<file path="src/hdl/ggdc_pkg.sv">
// Shared types, widths and constants for the go-to-goal drive controller.
// No dependencies; every other file of the block imports this package.
`default_nettype none

package ggdc_pkg;

    // Default number of CORDIC rotation cells.
    localparam int CORDIC_STAGES_DEF = 16;
    localparam int ATAN_ENTRIES      = 24;

    // Field widths.
    localparam int POS_W   = 16;
    localparam int HEAD_W  = 15;
    localparam int GAIN_W  = 12;
    localparam int SPEED_W = 15;
    localparam int TURN_W  = 15;
    localparam int CFG_W   = 16;
    localparam int IDX_W   = 3;

    // Internal datapath widths.
    localparam int DIFF_W = POS_W + 1;       // goal minus position
    localparam int SQ_W   = 2 * POS_W;       // one squared offset
    localparam int D2_W   = SQ_W + 1;        // sum of both squares
    localparam int CW     = 27;              // CORDIC x and y
    localparam int ZW     = 20;              // CORDIC angle, Q.16
    localparam int ATW    = 17;              // arctangent table entry
    localparam int BRG_W  = ZW - 4;          // bearing, Q3.12
    localparam int ERR_W  = BRG_W + 1;       // heading error
    localparam int RAD_W  = D2_W + 1;        // radicand padded to even width
    localparam int ROOT_W = RAD_W / 2;       // integer square root
    localparam int REM_W  = ROOT_W + 3;      // partial remainder
    localparam int PROD_W = GAIN_W + ROOT_W; // gain times distance

    localparam logic signed [ZW-1:0]  PI_Q16      = 20'sd205887;
    localparam logic [D2_W-1:0]       AT_GOAL_D2  = 33'd655;
    localparam logic [ERR_W-1:0]      TURN_THRESH = 17'd819;

    // Arctangent of 2^-i in Q.16 radians, rounded to nearest.
    localparam logic [ATW-1:0] ATAN_Q16 [ATAN_ENTRIES] = '{
        17'd51472, 17'd30386, 17'd16055, 17'd8150, 17'd4091, 17'd2047,
        17'd1024,  17'd512,   17'd256,   17'd128,  17'd64,   17'd32,
        17'd16,    17'd8,     17'd4,     17'd2,    17'd1,    17'd0,
        17'd0,     17'd0,     17'd0,     17'd0,    17'd0,    17'd0
    };

    typedef enum logic [IDX_W-1:0] {
        REG_GOAL_X      = 3'd0,
        REG_GOAL_Y      = 3'd1,
        REG_SPEED_GAIN  = 3'd2,
        REG_SPEED_LIMIT = 3'd3
    } cfg_reg_t;

    // Vector being rotated by the CORDIC cells.
    typedef struct packed {
        logic signed [CW-1:0] x;
        logic signed [CW-1:0] y;
        logic signed [ZW-1:0] z;
    } cordic_vec_t;

    // Data that rides along with the CORDIC vector.
    typedef struct packed {
        logic signed [HEAD_W-1:0] heading;
        logic [D2_W-1:0]          d2;
    } cordic_tag_t;

    // Working set of the square root cells.
    typedef struct packed {
        logic [RAD_W-1:0]  rad;
        logic [REM_W-1:0]  rem;
        logic [ROOT_W-1:0] root;
    } sqrt_vec_t;

    // Decision flags that ride along with the square root.
    typedef struct packed {
        logic              at_goal;
        logic              turning;
        logic [TURN_W-1:0] mag;
    } sqrt_tag_t;

endpackage

`default_nettype wire

</file>
<file path="src/hdl/ggdc_sqrt_cell.sv">
// One digit of a restoring integer square root: brings down two radicand bits
// and decides one root bit. Depends on ggdc_pkg for the cell types.
`default_nettype none

module ggdc_sqrt_cell
    import ggdc_pkg::*;
(
    input  wire logic      clk,
    input  wire logic      rst_n,
    input  wire logic      advance,
    input  wire logic      valid_in,
    input  wire sqrt_vec_t vec_in,
    input  wire sqrt_tag_t tag_in,
    output logic           valid_out,
    output sqrt_vec_t      vec_out,
    output sqrt_tag_t      tag_out
);

    logic             valid_reg;
    sqrt_vec_t        vec_reg;
    sqrt_tag_t        tag_reg;
    sqrt_vec_t        vec_next;
    logic [REM_W-1:0] rem_sh;
    logic [REM_W-1:0] trial;

    always_comb
    begin
        // The remainder never exceeds twice the root, so its top bits are free.
        rem_sh       = {vec_in.rem[REM_W-3:0], vec_in.rad[RAD_W-1:RAD_W-2]};
        trial        = {1'b0, vec_in.root, 2'b01};
        vec_next.rad = {vec_in.rad[RAD_W-3:0], 2'b00};
        if (rem_sh >= trial)
        begin
            vec_next.rem  = rem_sh - trial;
            vec_next.root = {vec_in.root[ROOT_W-2:0], 1'b1};
        end
        else
        begin
            vec_next.rem  = rem_sh;
            vec_next.root = {vec_in.root[ROOT_W-2:0], 1'b0};
        end
    end

    always_ff @(posedge clk or negedge rst_n)
    begin
        if (!rst_n)
        begin
            valid_reg <= 1'b0;
        end
        else if (advance)
        begin
            valid_reg <= valid_in;
        end
    end

    always_ff @(posedge clk)
    begin
        if (advance)
        begin
            vec_reg <= vec_next;
            tag_reg <= tag_in;
        end
    end

    assign valid_out = valid_reg;
    assign vec_out   = vec_reg;
    assign tag_out   = tag_reg;

endmodule

`default_nettype wire

</file>
<file path="config.mk">
export PLATFORM = sky130hd
export DESIGN_NAME = ggdc_sqrt_cell
export DESIGN_NICKNAME = d
export VERILOG_FILES = /design/src/hdl/ggdc_pkg.sv /design/src/hdl/ggdc_sqrt_cell.sv
export SDC_FILE = /design/constraint.sdc
export NUM_CORES = 1
export LEC_CHECK = 0
export BUFFER_PORTS_ARGS = -buffer_cell sky130_fd_sc_hd__buf_2
export CAP_MARGIN = 15
export CORE_UTILIZATION = 47
export DETAILED_ROUTE_END_ITERATION = 7
export PLACE_DENSITY_LB_ADDON = 0.12
export SYNTH_ARGS = -nofsm -noshare
export SYNTH_HDL_FRONTEND = slang
export SYNTH_SLANG_ARGS = --single-unit
export TNS_END_PERCENT = 50
</file>
<file path="constraint.sdc">
create_clock -name clk -period 0.85 [get_ports clk]
set_input_delay 0.17 -clock clk [delete_from_list [all_inputs] [get_ports clk]]
set_output_delay 0.17 -clock clk [all_outputs]
set_load 0.03 [all_outputs]
</file>
* Yosys cells after proc, flatten, opt, wreduce, memory -nomap -nowiden
Index checks and enable logic that the tools add are counted.
** Storage, ports and cells
- Bits in registers :: 87
- Input port bits :: 92
- Output and inout port bits :: 89
- Word-level logic and storage cells :: 10
** Cells by class
- $add $sub $neg :: 1
- Magnitude comparators :: 1
- Mux-type cells :: 1
** Operators with widths (number)
- two-way mux 37 bit :: 1
- >= comparator 20 x 19 -> 1 bit :: 1
- subtractor 20 x 19 -> 20 bit :: 1

* Logic depth before layout (Yosys ltp)
- Word-level depth :: 2
- Gate-level depth with buffers :: 12
- Depth with buffers taken out :: 9

* Worst setup path before layout
Ideal clock, no wire load.
- Path kind :: input port to flip-flop
- From :: in vec_in[11] in the netlist's numbering
- To :: reg vec_reg (netlist bit vec_out[26]), data pin
- Library setup time :: 260 ps
- Data arrival time :: 2536 ps
- Slack :: -1946 ps
- Stages :: 12
- Path buffers :: 3
- Path through :: inv_1 > ha_1 > buf_2 > nand2_1 > or4_1 > or3_1 > a21o_1 > and2_1 > buf_6 > inv_6 > buf_12 > mux2_4
** RTL lines
- from (decl) :: RTL line ggdc_sqrt_cell.sv:12 : input wire sqrt_vec_t vec_in,
- to (signal assigned) :: RTL line ggdc_sqrt_cell.sv:60 : vec_reg <= vec_next;
- to (decl) :: RTL line ggdc_sqrt_cell.sv:20 : sqrt_vec_t vec_reg;

==> run_results.csv <==
group,metric,value,unit
drt,routed_wl,16100,um
drt,drcViolationCount,0,
floorplanning,rows,33,
layout,synthToLayoutAreaGrowth,78.3,%
run_status,violations,"negative setup slack",
placed_design,hpwl,8650,um
placed_design,dp_slack,-1.91,ns
global_route,grt_pass1_vias,4063,
worst_setup_path,path_max_fanout,8,
floorplanning,die_w,95.4,um
worst_setup_path,required,0.96,ns
sta,worst_slack,-1.36,ns
power,p_per_area,1780,nW/um2
global_route,grt_overflow_total,0,
drt,drt_iter0_markers,400,
drt,drt_pre_antenna_iters,6,
floorplanning,num_io_pins,181,
sta,slew-limit-headroom,0.652,
worst_setup_path,cp-startpoint,"vec_in[6]",
layout,drive_gt1_frac,0.525,
drt,vias_per_cell,5.56,
placed_design,io_buffers,176,
layout,finalNetCount,727,
global_route,antenna_found_initial,0,
floorplanning,die_y,95.4,um
synthesis,synth_edf_count,86,
synthesis,synth_cell_types,52,
synthesis,synthTopCellsByCount,"86 x edfxtp_1, 22 x inv_1, 19 x ha_1",
clock_network,path_clk_slew,0.09,ns
clock_network,cts_tree,"done",
synthesis,synth-seq-cells,87,
power,ir_worst_vdd,0.00161,V
sta,hold_violations,0,
synthesis,synth_area,4100,um2
floorplanning,coreArea,8340,um2
synthesis,ys_seq_area_frac,0.636,
sta,fin_crit,2.21,ns
hold_path,hold_path.class,"in2reg",
drt,wl_per_cell,22.2,um
worst_setup_path,worstSetupPathType,"in2reg",
floorplanning,fp.dieArea,9100,um2
global_route,grt_max_degree,55,
worst_setup_path,crit_path_end_kind,"flop",
global_route,use_met1,0.398,
synthesis,synth_top_area_share,0.630,
placed_design,gp_congestion,0.861,
power,p_leak,3.27,nW
worst_setup_path,worstPathArrival,2.32,ns
sta,setup_viol,108,
global_route,grt_use_met3,0.0686,
global_route,grt_pass1_wl,22500,um
clock_network,cts_buffers,9,
clock_network,clockBufferDepth,2,
synthesis,syn_avg_cell_area,13.9,um2
clock_network,insertion_delay,0.36,ns
clock_network,clock_sinks,87,
sta,tightest_slew,0.517,ns
worst_setup_path,critPathLaunchType,"input port",
drt,dr_total_vias,4038,
sta,fin_skew,0,ns
synthesis,synth_area_leader_cell,"edfxtp_1",
synthesis,async_reset_ff_frac,0.0115,
worst_setup_path,r2r_slack,0.05,ns
clock_network,htree_levels,3,
sta,max_freq,453,MHz
synthesis,synth_area_leaders,"edfxtp_1 63%, ha_1 5.8%, mux2_2 2.2%",
global_route,met2_usage,0.605,
run_status,status,"finished, violations left",
sta,slew_viol_final,0,
synthesis,synthFlopType,"edfxtp_1",
hold_path,min_from,"tag_in[6]",
sta,rsz0062_at_grt,"true",
synthesis,synth_cells,295,
clock_network,cts_root_buf,"clkbuf_8",
worst_setup_path,timing.rr.start,"valid_out",
synthesis,yosys_warnings,0,
sta,period_share,2.60,
sta,worst_hold_slack,0.0200,ns
global_route,grtUsageTotal,0.346,
run,maxCapViolations,0,
floorplanning,floorplan.initialDensity,0.492,
global_route,top_usage_layer,"met2",
drt,final_antenna_net_count,0,
synthesis,yosysMostFrequentCell,"edfxtp_1",
layout,n_antenna_cell,0,
sequential cells by signal, indices dropped and copies added, names as in the netlist:
signal and flops:
vec_out 69, tag_out 17, valid_out 1
worst max-delay path: stages:
cell     delay, ns
buf_2         0.11
inv_2         0.05
ha_4          0.27
nand2_2       0.06
or4_4         0.49
or3_4         0.35
a21o_1        0.19
and2_4        0.19
inv_8         0.12
mux2_4        0.31
logic make-up (layout without fill, tap and decap cells):
logic type / count (synthesis) / after routing / synth area share
other cells: 1 / 2 / 0.000914
buf+inv: 34 / 359 / 0.0430
fa+ha+maj: 19 / 19 / 0.0580
xor+xnor: 14 / 14 / 0.0299
mux: 16 / 16 / 0.0488
simple gates: 62 / 62 / 0.0738
flops: 87 / 87 / 0.636
compound gates: 62 / 62 / 0.110
path summary, 6_finish.rpt:
check | end | cells after the start
setup reg to reg | valid_out | 1
min in group asynchronous | valid_out | 2
max in group asynchronous | valid_out | 2
hold / removal | tag_out[6] | 1
hold reg to reg | valid_out | 1
setup / recovery | vec_out[26] | 10
final cells by class:
class                   count  area, um2
repair buffers            319       2770
repair inverters            1       11.3
multi-input cells         175       1500
inverters                  23        104
clock buffers               9        124
fillers                   354       1030
flip-flops and latches     87       2610
well taps                 105        131
clock inverters             7       75.1
what timing repair did:
item,4_1_cts,5_1_grt
hold endpoints to repair,54,4
setup buffers,9,4
hold buffers,54,4
gates resized for setup,216,12
pin swaps,18,5
cloned,1,0
endpoints found under the setup margin,108,108
per-layer routing:
| metal | wire length (um) | part of all wire |
|---|---|---|
| met4 | 841 | 0.052 |
| met3 | 1510 | 0.093 |
| met1 | 5730 | 0.35 |
| met5 | 0 | 0 |
| met2 | 8060 | 0.50 |
through the flow:
| step | power [mW] | util | setup TNS, ns | cells | cell area, um2 |
|---|---|---|---|---|---|
| floorplan | 7.40 | - | -35.32 | 296 | 4200 |
| global placement | 8.61 | 0.681 | -39.97 | 639 | 5680 |
| detailed placement | 8.67 | 0.681 | -41.67 | 639 | 5680 |
| CTS | 12.6 | 0.865 | -46.51 | 719 | 7220 |
| global route | 13.4 | 0.877 | -51.67 | 726 | 7310 |
| finish | 13.0 | 0.877 | -48.36 | 726 | 7310 |
cell usage in the layout, fill, tap and decap left out, drive strengths merged, types with 3 or more instances in the layout:
cell type	n
edfxtp	86
xor2	4
dlygate4sd3	58
nor2	15
a21oi	20
a211oi	3
nor3	3
nand4	4
a31oi	4
o21ai	12
and3	3
o31ai	3
xnor2	10
nand3	9
o211ai	3
ha	19
mux2	14
clkbuf	9
buf	261
nand2	18
inv	28
a21o	5
power breakdown:
group	switching (mW)	total, mW	internal [mW]	leakage, nW
Clock	1.70	3.10	1.40	0.105
Sequential	0.243	5.47	5.23	0.853
Combinational	2.27	4.44	2.16	2.31
Note: power is estimated with default switching activity, not from simulation.
