### config.mk
export PLATFORM = sky130hd
export DESIGN_NAME = ggdc_cordic_cell
export DESIGN_NICKNAME = d
export VERILOG_FILES = /design/src/hdl/ggdc_pkg.sv /design/src/hdl/ggdc_cordic_cell.sv
export SDC_FILE = /design/constraint.sdc
export NUM_CORES = 1
export LEC_CHECK = 0
export ABC_AREA = 1
export BUFFER_PORTS_ARGS = -buffer_cell sky130_fd_sc_hd__buf_4
export CAP_MARGIN = 15
export CORE_ASPECT_RATIO = 0.6
export CORE_UTILIZATION = 56
export CTS_CLUSTER_DIAMETER = 30
export CTS_CLUSTER_SIZE = 12
export DETAILED_ROUTE_END_ITERATION = 8
export GPL_ROUTABILITY_DRIVEN = 0
export PLACE_DENSITY = 0.83
export RECOVER_POWER = 50
export SYNTH_ARGS = -nofsm -noshare
export SYNTH_HDL_FRONTEND = slang
export SYNTH_SLANG_ARGS = --single-unit
### constraint.sdc
create_clock -name clk -period 1.03 [get_ports clk]
set_clock_uncertainty 0.2 [all_clocks]
set_input_delay 0.0515 -clock clk [delete_from_list [all_inputs] [get_ports clk]]
set_output_delay 0.0515 -clock clk [all_outputs]
set_load 0.05 [all_outputs]
### src/hdl/ggdc_pkg.sv
// Shared types, widths and constants for the go-to-goal drive controller.
// No dependencies; every other file of the block imports this package.
`default_nettype none

package ggdc_pkg;

    // Default number of CORDIC rotation cells.
    localparam int CORDIC_STAGES_DEF = 16;
    localparam int ATAN_ENTRIES      = 24;

    // Field widths.
    localparam int POS_W   = 16;
    localparam int HEAD_W  = 15;
    localparam int GAIN_W  = 12;
    localparam int SPEED_W = 15;
    localparam int TURN_W  = 15;
    localparam int CFG_W   = 16;
    localparam int IDX_W   = 3;

    // Internal datapath widths.
    localparam int DIFF_W = POS_W + 1;       // goal minus position
    localparam int SQ_W   = 2 * POS_W;       // one squared offset
    localparam int D2_W   = SQ_W + 1;        // sum of both squares
    localparam int CW     = 27;              // CORDIC x and y
    localparam int ZW     = 20;              // CORDIC angle, Q.16
    localparam int ATW    = 17;              // arctangent table entry
    localparam int BRG_W  = ZW - 4;          // bearing, Q3.12
    localparam int ERR_W  = BRG_W + 1;       // heading error
    localparam int RAD_W  = D2_W + 1;        // radicand padded to even width
    localparam int ROOT_W = RAD_W / 2;       // integer square root
    localparam int REM_W  = ROOT_W + 3;      // partial remainder
    localparam int PROD_W = GAIN_W + ROOT_W; // gain times distance

    localparam logic signed [ZW-1:0]  PI_Q16      = 20'sd205887;
    localparam logic [D2_W-1:0]       AT_GOAL_D2  = 33'd655;
    localparam logic [ERR_W-1:0]      TURN_THRESH = 17'd819;

    // Arctangent of 2^-i in Q.16 radians, rounded to nearest.
    localparam logic [ATW-1:0] ATAN_Q16 [ATAN_ENTRIES] = '{
        17'd51472, 17'd30386, 17'd16055, 17'd8150, 17'd4091, 17'd2047,
        17'd1024,  17'd512,   17'd256,   17'd128,  17'd64,   17'd32,
        17'd16,    17'd8,     17'd4,     17'd2,    17'd1,    17'd0,
        17'd0,     17'd0,     17'd0,     17'd0,    17'd0,    17'd0
    };

    typedef enum logic [IDX_W-1:0] {
        REG_GOAL_X      = 3'd0,
        REG_GOAL_Y      = 3'd1,
        REG_SPEED_GAIN  = 3'd2,
        REG_SPEED_LIMIT = 3'd3
    } cfg_reg_t;

    // Vector being rotated by the CORDIC cells.
    typedef struct packed {
        logic signed [CW-1:0] x;
        logic signed [CW-1:0] y;
        logic signed [ZW-1:0] z;
    } cordic_vec_t;

    // Data that rides along with the CORDIC vector.
    typedef struct packed {
        logic signed [HEAD_W-1:0] heading;
        logic [D2_W-1:0]          d2;
    } cordic_tag_t;

    // Working set of the square root cells.
    typedef struct packed {
        logic [RAD_W-1:0]  rad;
        logic [REM_W-1:0]  rem;
        logic [ROOT_W-1:0] root;
    } sqrt_vec_t;

    // Decision flags that ride along with the square root.
    typedef struct packed {
        logic              at_goal;
        logic              turning;
        logic [TURN_W-1:0] mag;
    } sqrt_tag_t;

endpackage

`default_nettype wire

### src/hdl/ggdc_cordic_cell.sv
// One CORDIC vectoring cell: rotates the vector toward y = 0 by atan(2^-STAGE).
// Depends on ggdc_pkg for the vector types and the arctangent table.
`default_nettype none

module ggdc_cordic_cell
    import ggdc_pkg::*;
#(
    parameter int STAGE = 0
)
(
    input  wire logic        clk,
    input  wire logic        rst_n,
    input  wire logic        advance,
    input  wire logic        valid_in,
    input  wire cordic_vec_t vec_in,
    input  wire cordic_tag_t tag_in,
    output logic             valid_out,
    output cordic_vec_t      vec_out,
    output cordic_tag_t      tag_out
);

    localparam logic signed [ZW-1:0] ANGLE = signed'({{(ZW-ATW){1'b0}}, ATAN_Q16[STAGE]});

    logic                 valid_reg;
    cordic_vec_t          vec_reg;
    cordic_tag_t          tag_reg;
    cordic_vec_t          vec_next;
    logic signed [CW-1:0] x_in;
    logic signed [CW-1:0] y_in;
    logic signed [CW-1:0] xs;
    logic signed [CW-1:0] ys;

    always_comb
    begin
        x_in = vec_in.x;
        y_in = vec_in.y;
        xs   = x_in >>> STAGE;
        ys   = y_in >>> STAGE;
        // A y of zero counts as positive.
        if (!y_in[CW-1])
        begin
            vec_next.x = x_in + ys;
            vec_next.y = y_in - xs;
            vec_next.z = vec_in.z + ANGLE;
        end
        else
        begin
            vec_next.x = x_in - ys;
            vec_next.y = y_in + xs;
            vec_next.z = vec_in.z - ANGLE;
        end
    end

    always_ff @(posedge clk or negedge rst_n)
    begin
        if (!rst_n)
        begin
            valid_reg <= 1'b0;
        end
        else if (advance)
        begin
            valid_reg <= valid_in;
        end
    end

    always_ff @(posedge clk)
    begin
        if (advance)
        begin
            vec_reg <= vec_next;
            tag_reg <= tag_in;
        end
    end

    assign valid_out = valid_reg;
    assign vec_out   = vec_reg;
    assign tag_out   = tag_reg;

endmodule

`default_nettype wire

==> results of run 1 <==
## cells by family after synthesis
family | count (synthesis) | synth area share [%]
AO/OA/AOI/OAI | 202 | 11.0
AND/OR/NAND/NOR | 674 | 28.3
buffers and inverters | 251 | 10.0
adder cells (fa/ha/maj) | 105 | 12.8
flip-flops | 122 | 34.8
multiplexers | 1 | 0.107
XOR/XNOR | 35 | 2.92
## through the flow
stage	instance area, um2	util [%]	setup WS [ps]
3_5_place_dp	15100	82.9	-1090
3_3_place_gp	15100	82.9	-1020
2_1_floorplan	11700	-	-688
==> summary.txt, run 1 <==
CTS
  – Clock sink count: 122
  – Hold-fix buffers, CTS: 57
  – CTS resizes: 477
  – Setup Fix Bufs, Post-CTS: 54
  – Root buf cell: clkbuf_16
  – Clk buf depth: 2
  – CTS Buf Count: 17
  – Htree depth: 4

Synthesis
  – Most numerous cell in the Yosys netlist: nand2_1
  – Top_reg_cell synth: edfxtp_1
  – Synth warn: 0
  – Mapped Cells: 1390
  – Syn_nets: 1621
  – Yosys cell types: 52
  – FF+latch count, synth: 122
  – Syn avg cell area: 7.55 um2
  – Synth area leaders: edfxtp_1 (35%), nand2_1 (14%), ha_1 (12%), inv_1 (7.2%), nand3_1 (5.3%)
  – Post-synthesis sequential area ratio: 34.8%
  – Top cell type's share of synthesized area: 34.6%
  – Synth area leader: edfxtp_1
  – Async SR Flop Fraction: 0.820%
  – Synthesized area: 10500 um2
  – Post-synth EDFFs: 121
  – Post-synth top cells: nand2_1 (387), inv_1 (202), edfxtp_1 (121)

Placement
  – Post-DP HPWL: 31.3 mm
  – Placed Cells incl. Taps: 2039
  – Buffers on Ports: 248

Floorplan
  – IO Pins: 249
  – Initial Util: 57.7%
  – Die Width: 179 um
  – Die Y: 108 um
  – Row cnt: 38

Outcome
  – Outcome: did not finish
  – Fail Step: clock tree synthesis (4_1_cts)
  – Error: [ERROR DPL-0038] Utilization greater than 100%, impossible to legalize
==> run 2: changes to the inputs <==
CORE_ASPECT_RATIO = default   (was 0.6)
CORE_UTILIZATION = 40   (was 56)
CTS_CLUSTER_DIAMETER = default   (was 30)
CTS_CLUSTER_SIZE = default   (was 12)
PLACE_DENSITY = default   (was 0.83)
PLACE_DENSITY_LB_ADDON = 0.15   (was default)
==> summary.txt, run 2 <==
Power
  – PD cells: 1270 nW/um2
  – LEAKAGE: 8.88 nW
  – Power Total: 24.3 mW
  – Maximum vdd drop: 1.01 mV

Setup path
  – Launch point of the worst reg-to-reg path: valid_out$_DFFE_PN0P_
  – R2R Path End: valid_out$_DFFE_PN0P_
  – R2R depth: 1
  – CP max FO: 8
  – Setup CP Type: input pin to flip-flop
  – Critical Path RT: 980 ps
  – Critical path startpoint: vec_in[52]
  – FF-to-FF setup slack: 20 ps
  – Worst Setup End Kind: flip-flop
  – Arr. time, crit path: 1570 ps
  – Critical Path Source Type: input pin

Global routing
  – Antenna violations before repair: 0
  – Grt total ovfl: 0
  – Total track usage: 29.8%
  – Vias in the first global route: 11864
  – Largest net degree at the start of global routing: 37
  – Global-route wire length before repair: 61.4 mm

STA
  – Slew Limit Fails: 0
  – Worst slew pin tran: 523 ps
  – Final setup vio count: 188
  – Final Hold Viols: 3
  – TNS Setup: -52950 ps
  – Highest clock rate: 616 MHz
  – RSZ-0062 raised after global routing: yes
  – Fin crit period: 1620 ps
  – Tcrit/Tclk final: 158%
  – Rel. slew slack: 65.1%
  – Setup WS post-layout: -593 ps
  – WHS: -150 ps

Route
  – WL met1: 16.7 mm
  – WL per Instance: 18.2 um
  – Post-DRT Antenna Nets: 0
  – Routed via count: 12113
  – Max Used Layer: met4
  – Met2 routed WL: 20.5 mm
  – DR vias/cell: 5.26
  – Starting DRC count in detailed routing: 934
  – Wire length on met3: 2.64 mm
  – Drt drc: 0
  – Post-Route WL: 41.9 mm
  – First-pass iteration count of the detailed router: 6

Worst hold path
  – Hold WC Path Type: input pin to flip-flop
  – WHS Endpoint: vec_out[47]$_DFFE_PP_
  – Hold-critical path depth: 3
  – Worst hold start: vec_in[47]

Floorplan
  – Core footprint: 25500 um2
  – Row cnt: 58
  – Initial Util: 41.2%
  – Die area: 26900 um2
  – Die Y: 164 um
  – IO Pins: 249
  – Die Width: 164 um

Final layout
  – Leading cell type in the layout, fill and taps excluded: buf_4
  – Fin area: 19100 um2
  – Final nets: 2191
  – Layout area overhead: 82.1%
  – Max FFs per register: 73
  – Multi-input logic area: 8100 um2
  – FILL cells: 1709
  – Most frequent cells in the layout: buf_4 (324), nand2_1 (282), buf_6 (179), inv_1 (148), edfxtp_1 (121)
  – Diodes inserted: 0
  – Fraction of layout cells with a size suffix above 1: 52.2%
  – Register area: 3660 um2

Synthesis
  – Syn avg cell area: 7.55 um2
  – Syn_nets: 1621
  – Synth area leader: edfxtp_1
  – Post-synthesis sequential area ratio: 34.8%
  – Yosys cell types: 52
  – Most numerous cell in the Yosys netlist: nand2_1
  – Post-synth top cells: nand2_1 (387), inv_1 (202), edfxtp_1 (121)
  – Synth area leaders: edfxtp_1 (35%), nand2_1 (14%), ha_1 (12%), inv_1 (7.2%), nand3_1 (5.3%)
  – Synthesized area: 10500 um2
  – Async SR Flop Fraction: 0.820%
  – Synth warn: 0
  – Top_reg_cell synth: edfxtp_1
  – FF+latch count, synth: 122
  – Mapped Cells: 1390
  – Post-synth EDFFs: 121
  – Top cell type's share of synthesized area: 34.6%

CTS
  – Htree depth: 4
  – Worst-path clk slew: 60 ps
  – Clock sink count: 122
  – Clock Latency Late Sink: 410 ps
  – Hold-fix buffers, CTS: 57
  – CTS tree: yes
  – Clk buf depth: 2
  – CTS Buf Count: 17
  – Root buf cell: clkbuf_16

Outcome
  – Outcome: finished, violations left
  – Violated checks: negative hold slack, negative setup slack

Placement
  – Buffers on Ports: 248
  – Place WS: -1080 ps
  – Post-place instance area: 15300 um2
  – Post-DP HPWL: 30.1 mm

Flow run
  – Maxcap violations: 0
-- run 2: repair_timing --
item / 4_1_cts / 5_1_grt
setup buffers: 51 / 16
gates cloned: 1 / 0
hold endpoints to repair: 120 / 51
pin swaps: 145 / 110
setup endpoints to repair: 189 / 187
resized for setup: 398 / 163
-- run 2: how the worst max path moves through the flow --
stage                                 end  slack [ps]  depth (start not counted)
finish              vec_out[30]$_DFFE_PP_        -590                         11
global route        vec_out[37]$_DFFE_PP_        -630                         13
CTS                 vec_out[60]$_DFFE_PP_        -490                         12
detailed placement  vec_out[67]$_DFFE_PP_       -1080                         11
global placement    vec_out[67]$_DFFE_PP_       -1110                         11
floorplan           vec_out[58]$_DFFE_PP_        -690                         11
-- run 2: per-stage QoR --
stage                     std cells  util, %
final                          2303     75.1
after global placement         2152     60.2
after CTS                      2291     72.4
after floorplan                1390        -
after global routing           2303     75.1
after detailed placement       2152     60.2
-- run 2: power by group --
| part | switching, mW | total (mW) | internal (mW) |
|---|---|---|---|
| Sequential | 0.328 | 6.55 | 6.22 |
| Combinational | 6.85 | 11.7 | 4.88 |
| Clock | 2.63 | 6.04 | 3.41 |
-- run 2: area by class of cell --
cell class | instances | area share, %
multi-input combinational | 1017 | 42.3
timing repair buffer | 587 | 28.4
sequential | 122 | 19.1
inverter | 215 | 4.95
clock buffer | 17 | 2.22
tap | 330 | 2.16
clock inverter | 15 | 0.798
-- run 2: worst max-delay path, cell delays in order --
cell	delay (ps)
buf_6	110
ha_4	250
buf_12	160
nor2_4	140
nand2_1	100
nand3b_1	250
nand3_4	190
buf_6	120
nand2_4	40
nand3_2	80
o31ai_2	70
-- run 2: cells by family after synthesis --
| logic type | after synthesis | share of synthesized area, % |
|---|---|---|
| adder cells (fa/ha/maj) | 105 | 12.8 |
| AO/OA/AOI/OAI | 202 | 11.0 |
| multiplexers | 1 | 0.107 |
| flip-flops | 122 | 34.8 |
| buffers and inverters | 251 | 10.0 |
| XOR/XNOR | 35 | 2.92 |
| AND/OR/NAND/NOR | 674 | 28.3 |
-- run 2: layer usage --
metal	up-vias	GRT usage, %
met5	-	0
met4	0	15.2
met3	123	3.41
met2	566	51.8
met1	5728	36.3
li1	5696	-
(Power assumes the default switching activity.)
